$ cat config.mk
export PLATFORM = sky130hd
export DESIGN_NAME = scm_step
export DESIGN_NICKNAME = d
export VERILOG_FILES = /design/src/scm_pkg.sv /design/src/scm_step.sv
export SDC_FILE = /design/constraint.sdc
export NUM_CORES = 2
export LEC_CHECK = 0
export CAP_MARGIN = 40
export CELL_PAD_IN_SITES_DETAIL_PLACEMENT = 2
export CELL_PAD_IN_SITES_GLOBAL_PLACEMENT = 2
export CORE_UTILIZATION = 47
export DETAILED_ROUTE_END_ITERATION = 10
export DONT_BUFFER_PORTS = 1
export PLACE_DENSITY = 0.95
export SYNTH_ARGS = -nofsm -noshare
export SYNTH_HDL_FRONTEND = slang
export SYNTH_SLANG_ARGS = --single-unit
$ cat constraint.sdc
create_clock -name clk -period 16.29 [get_ports clk]
set_clock_uncertainty 0.15 [all_clocks]
set_input_delay 0.8145 -clock clk [delete_from_list [all_inputs] [get_ports clk]]
set_output_delay 0.8145 -clock clk [all_outputs]
set_load 0.01 [all_outputs]
$ cat src/scm_pkg.sv
// Shared widths, fixed-point constants and lane types for the sine/cosine
// pipeline. Used by scm_step and sine_cosine_minimax; depends on nothing.
package scm_pkg;

	localparam int AngW   = 32;  // angle, signed Q8.24
	localparam int OutW   = 32;  // sine and cosine, signed Q2.30
	localparam int MagW   = 32;  // magnitude of a Horner lane value
	localparam int XW     = 32;  // Horner multiplier operand (y squared or |y|)
	localparam int ProdW  = MagW + XW;
	localparam int HornerSteps = 5;

	// Reduction constants
	localparam logic [29:0] INV_TWO_PI_Q32 = 30'd683565276;
	localparam logic [30:0] TWO_PI_Q28     = 31'd1686629713;
	localparam logic signed [31:0] PI_Q28      = 32'sd843314857;
	localparam logic signed [31:0] HALF_PI_Q28 = 32'sd421657428;
	localparam logic [MagW-1:0] Q30_ONE = MagW'(32'd1073741824);

	typedef logic signed [31:0] coef_t;

	// Sign-magnitude value carried along a Horner lane
	typedef struct packed {
		logic            neg;
		logic [MagW-1:0] mag;
	} lane_t;

	// Leading coefficients, both negative
	localparam logic [MagW-1:0] SIN_C11_MAG = MagW'(32'd26);
	localparam logic [MagW-1:0] COS_C10_MAG = MagW'(32'd280);

	// Coefficients added after each Horner multiply, highest degree first
	localparam coef_t SIN_COEF [HornerSteps] = '{
		32'sd2956, -32'sd213040, 32'sd8947846, -32'sd178956974, 32'sd1073741824
	};
	localparam coef_t COS_COEF [HornerSteps] = '{
		32'sd26586, -32'sd1491253, 32'sd44739212, -32'sd536870912, 32'sd1073741824
	};

endpackage

$ cat src/scm_step.sv
// One Horner step in two pipeline stages: Q30 multiply on magnitudes, then
// round half away from zero, apply sign and add the coefficient. Uses scm_pkg.
module scm_step (
	input  logic                  clk,
	input  logic                  en,
	input  scm_pkg::lane_t        lane_in,
	input  logic [scm_pkg::XW-1:0] x_in,
	input  scm_pkg::coef_t        coef,
	output scm_pkg::lane_t        lane_out
);
	import scm_pkg::*;

	localparam int RW = ProdW - 29;  // rounded product width
	localparam int VW = RW + 2;      // signed sum width
	localparam logic [ProdW:0] RND_HALF = (ProdW + 1)'(1) << 29;

	logic [ProdW-1:0] prod_s1;
	logic             neg_s1;
	lane_t            lane_s2;

	logic [ProdW:0]        rnd;
	logic [RW-1:0]         r;
	logic signed [VW-1:0]  rs;
	logic signed [VW-1:0]  cv;
	logic signed [VW-1:0]  v;
	logic signed [VW-1:0]  absv;

	// Multiply magnitudes
	always_ff @(posedge clk) begin
		if (en) begin
			prod_s1 <= ProdW'(lane_in.mag) * ProdW'(x_in);
			neg_s1  <= lane_in.neg;
		end
	end

	// Round, restore sign, add coefficient, split into sign and magnitude
	always_comb begin
		rnd  = {1'b0, prod_s1} + RND_HALF;
		r    = rnd[ProdW:30];
		rs   = $signed({2'b00, r});
		cv   = VW'(coef);
		v    = neg_s1 ? (cv - rs) : (cv + rs);
		absv = v[VW-1] ? -v : v;
	end

	always_ff @(posedge clk) begin
		if (en) begin
			lane_s2.neg <= v[VW-1];
			lane_s2.mag <= MagW'(absv);
		end
	end

	assign lane_out = lane_s2;

endmodule

==> flow_summary.json <==
{
  "status": "finished clean",
  "cts_resized": 0,
  "stdcell_count": 5124,
  "fin_crit_ns": 9.89,
  "place_ws_ns": 6.77,
  "placedCellCount": 5095,
  "hpwlAfterDp_microns": 144000,
  "sequential_cell_area_sq_um": 2070,
  "antenna_found_initial": 22,
  "yosys_warnings": 0,
  "slew-limit-headroom_pct": 36.8,
  "async_reset_ff_share_pct": 0,
  "drv_cap": 0,
  "cp_slowest_cell": "fa_1",
  "yosysTopAreaCell": "fa_1",
  "drive_gt1_share_pct": 0.963,
  "fin_crit_sh_pct": 60.7,
  "cp_num_cells": 24,
  "hold_violations": 0,
  "wl_per_cell_microns": 40.8,
  "synthDominantCellAreaShare_pct": 46.3,
  "routed_wl_microns": 209000,
  "syn-cell-area_sq_um": 38700,
  "worst_slack_ns": 6.40,
  "finalSetupViolations": 0,
  "cts.reportedPaths.clkPinSlew_ns": 0.06,
  "synth_commonest_cells": "fa_1 (896), inv_1 (891), and2_1 (610), nand2_1 (500), ha_1 (299)",
  "overflow": 0,
  "worstRegToRegCells": 22,
  "clock_sink_count": 69,
  "hp-class": "primary input to register",
  "crit_family": "adder cells",
  "finalMaxSlewViolations": 0,
  "firstDrtPassIters": 6,
  "ys_ff_latch": 69,
  "post-cts-setup-buffer-count": 0,
  "drc": 0,
  "syn_to_final_growth_pct": 2.00,
  "ctsHoldBuffers": 0,
  "ys_top_cells_by_area": "fa_1 (46%), and2_1 (9.8%), ha_1 (9.7%), inv_1 (8.6%), edfxtp_1 (5.3%)",
  "startpoint_type": "primary input",
  "path_max_fanout": 32,
  "synth_edf_count": 69,
  "numCtsBuffers": 9,
  "rsz0062_at_grt": "no",
  "synth-seq-area-share_pct": 5.35,
  "clock_path_buffers": 2,
  "clock_latency_ns": 0.37,
  "die_y_microns": 289,
  "worst_setup_path_end_kind": "register",
  "viasPerCell": 6.74,
  "critPathBufInv": 3,
  "dieArea_sq_um": 83600,
  "coreArea_sq_um": 81100,
  "io_pins": 132,
  "ctsHtreeMaxLevel": 3,
  "final_nets": 5340,
  "die_w_microns": 289,
  "rows": 104,
  "fillers": 8574,
  "drtIter0Drc": 4305,
  "gp_congestion": 0.919,
  "ant_nets": 0,
  "synth_cells": 4262,
  "grt_max_degree": 70,
  "path_class": "primary input to register",
  "grt_pass1_wl_microns": 299000,
  "fmax_mhz": 101,
  "multi_input_area_sq_um": 32400,
  "synth-main-ff-cell": "edfxtp_1",
  "max_stage_delay_ns": 1.05,
  "cts-root-buf": "clkbuf_16",
  "grt_pass1_vias": 40700,
  "crit_chain": "nand2_1 > fa_1 > inv_1 > fa_1 > fa_1 > fa_1 > fa_1 > fa_1 > fa_1 > inv_1 > fa_1 > inv_1 > ha_1 > a211oi_1 > nor2_1 > nor4_1 > o21ai_0 > o22ai_1 > o211ai_1 > a21oi_1 > o21a_1 > o211ai_1 > a221oi_1 > xnor2_1",
  "crit_arrival_ns": 9.83,
  "synth.most_common_cell": "fa_1",
  "crit_top_cell": "fa_1",
  "synth_nets": 5556,
  "hold_depth": 0,
  "synthDistinctLibCells": 79,
  "cts_tree": "yes",
  "setup_tns_ns": 0,
  "required_ns": 16.23,
  "initial_core_util_pct": 47.8,
  "synth.avg_cell_area_sq_um": 9.09,
  "worstMarginPinSlew_ns": 0.941,
  "port-buffer-count": 0,
  "via_count": 34500,
  "grtUsageTotal_pct": 51.0
}
==> state kept, by name (all words and copies together) (netlist names) <==
signal	flops
prod_s1	35
lane_out	33
neg_s1	1
==> through the flow <==
step           hold slack [ns]  utilization, %  area, sq um
5_1_grt                  0.401            48.7        39500
2_1_floorplan            0.763               -        38700
6_report                 0.399            48.8        39500
3_3_place_gp             0.763            48.4        39200
3_5_place_dp             0.763            48.4        39200
4_1_cts                  0.402            48.7        39500
==> logic make-up (layout without fill, tap and decap cells) <==
group,Yosys count,after routing,synth area share [%]
AOI/OAI and AO/OA,322,322,5.25
other,0,13,0
adders and majority gates,1195,1195,55.9
buffers and inverters,1123,912,11.0
muxes,1,1,0.0258
DFF,69,69,5.35
and+or+nand+nor,1391,1391,18.8
xor gates and xnor gates,161,161,3.66
==> metal layers <==
metal | track usage, % | wire, microns
met1 | 54.8 | 67500
met2 | 76.1 | 91400
met3 | 24.0 | 29100
met4 | 42.3 | 21000
met5 | 2.78 | 258
==> cell type report <==
type | count | share of cell area, %
Tap cell | 1060 | 3.36
Sequential cell | 69 | 5.24
Clock inverter | 5 | 0.130
Antenna cell | 13 | 0.0823
Inverter | 892 | 8.47
Clock buffer | 11 | 0.589
Multi-Input combinational cell | 3070 | 82.1
Timing Repair Buffer | 4 | 0.0665
==> cells in the final DEF (no fill, tap or decap), types with 13 or more instances in the layout <==
cell type  synthesis  routed
nor3_1            28      28
o21a_1            16      16
ha_1             299     299
inv_1            891     891
a31oi_1           17      17
and2_1           610     610
nand2_1          500     500
nand3_1           28      28
and3_1            15      15
nand4_1           31      31
o21ai_0           62      62
nand2b_1          16      16
xnor2_1          105     104
xor2_1            55      55
a21oi_1          109     109
diode_2            0      13
a21o_1            34      34
nor2_1            95      95
edfxtp_1          69      69
fa_1             896     896
nor2b_1           15      15
==> worst paths after layout <==
| path | startpoint | slack (ns) | to |
|---|---|---|---|
| worst min-delay path | lane_in[32] | 0.40 | neg_s1 |
| worst min register to register | prod_s1[30] | 1.00 | lane_out[0] |
| worst max-delay path | lane_in[7] | 6.40 | prod_s1[62] |
| worst max register to register | prod_s1[29] | 8.56 | lane_out[30] |
Power is left out: the tool's default activity adds up to more than one toggle a clock period on the data nets, which glitch-free logic cannot reach.
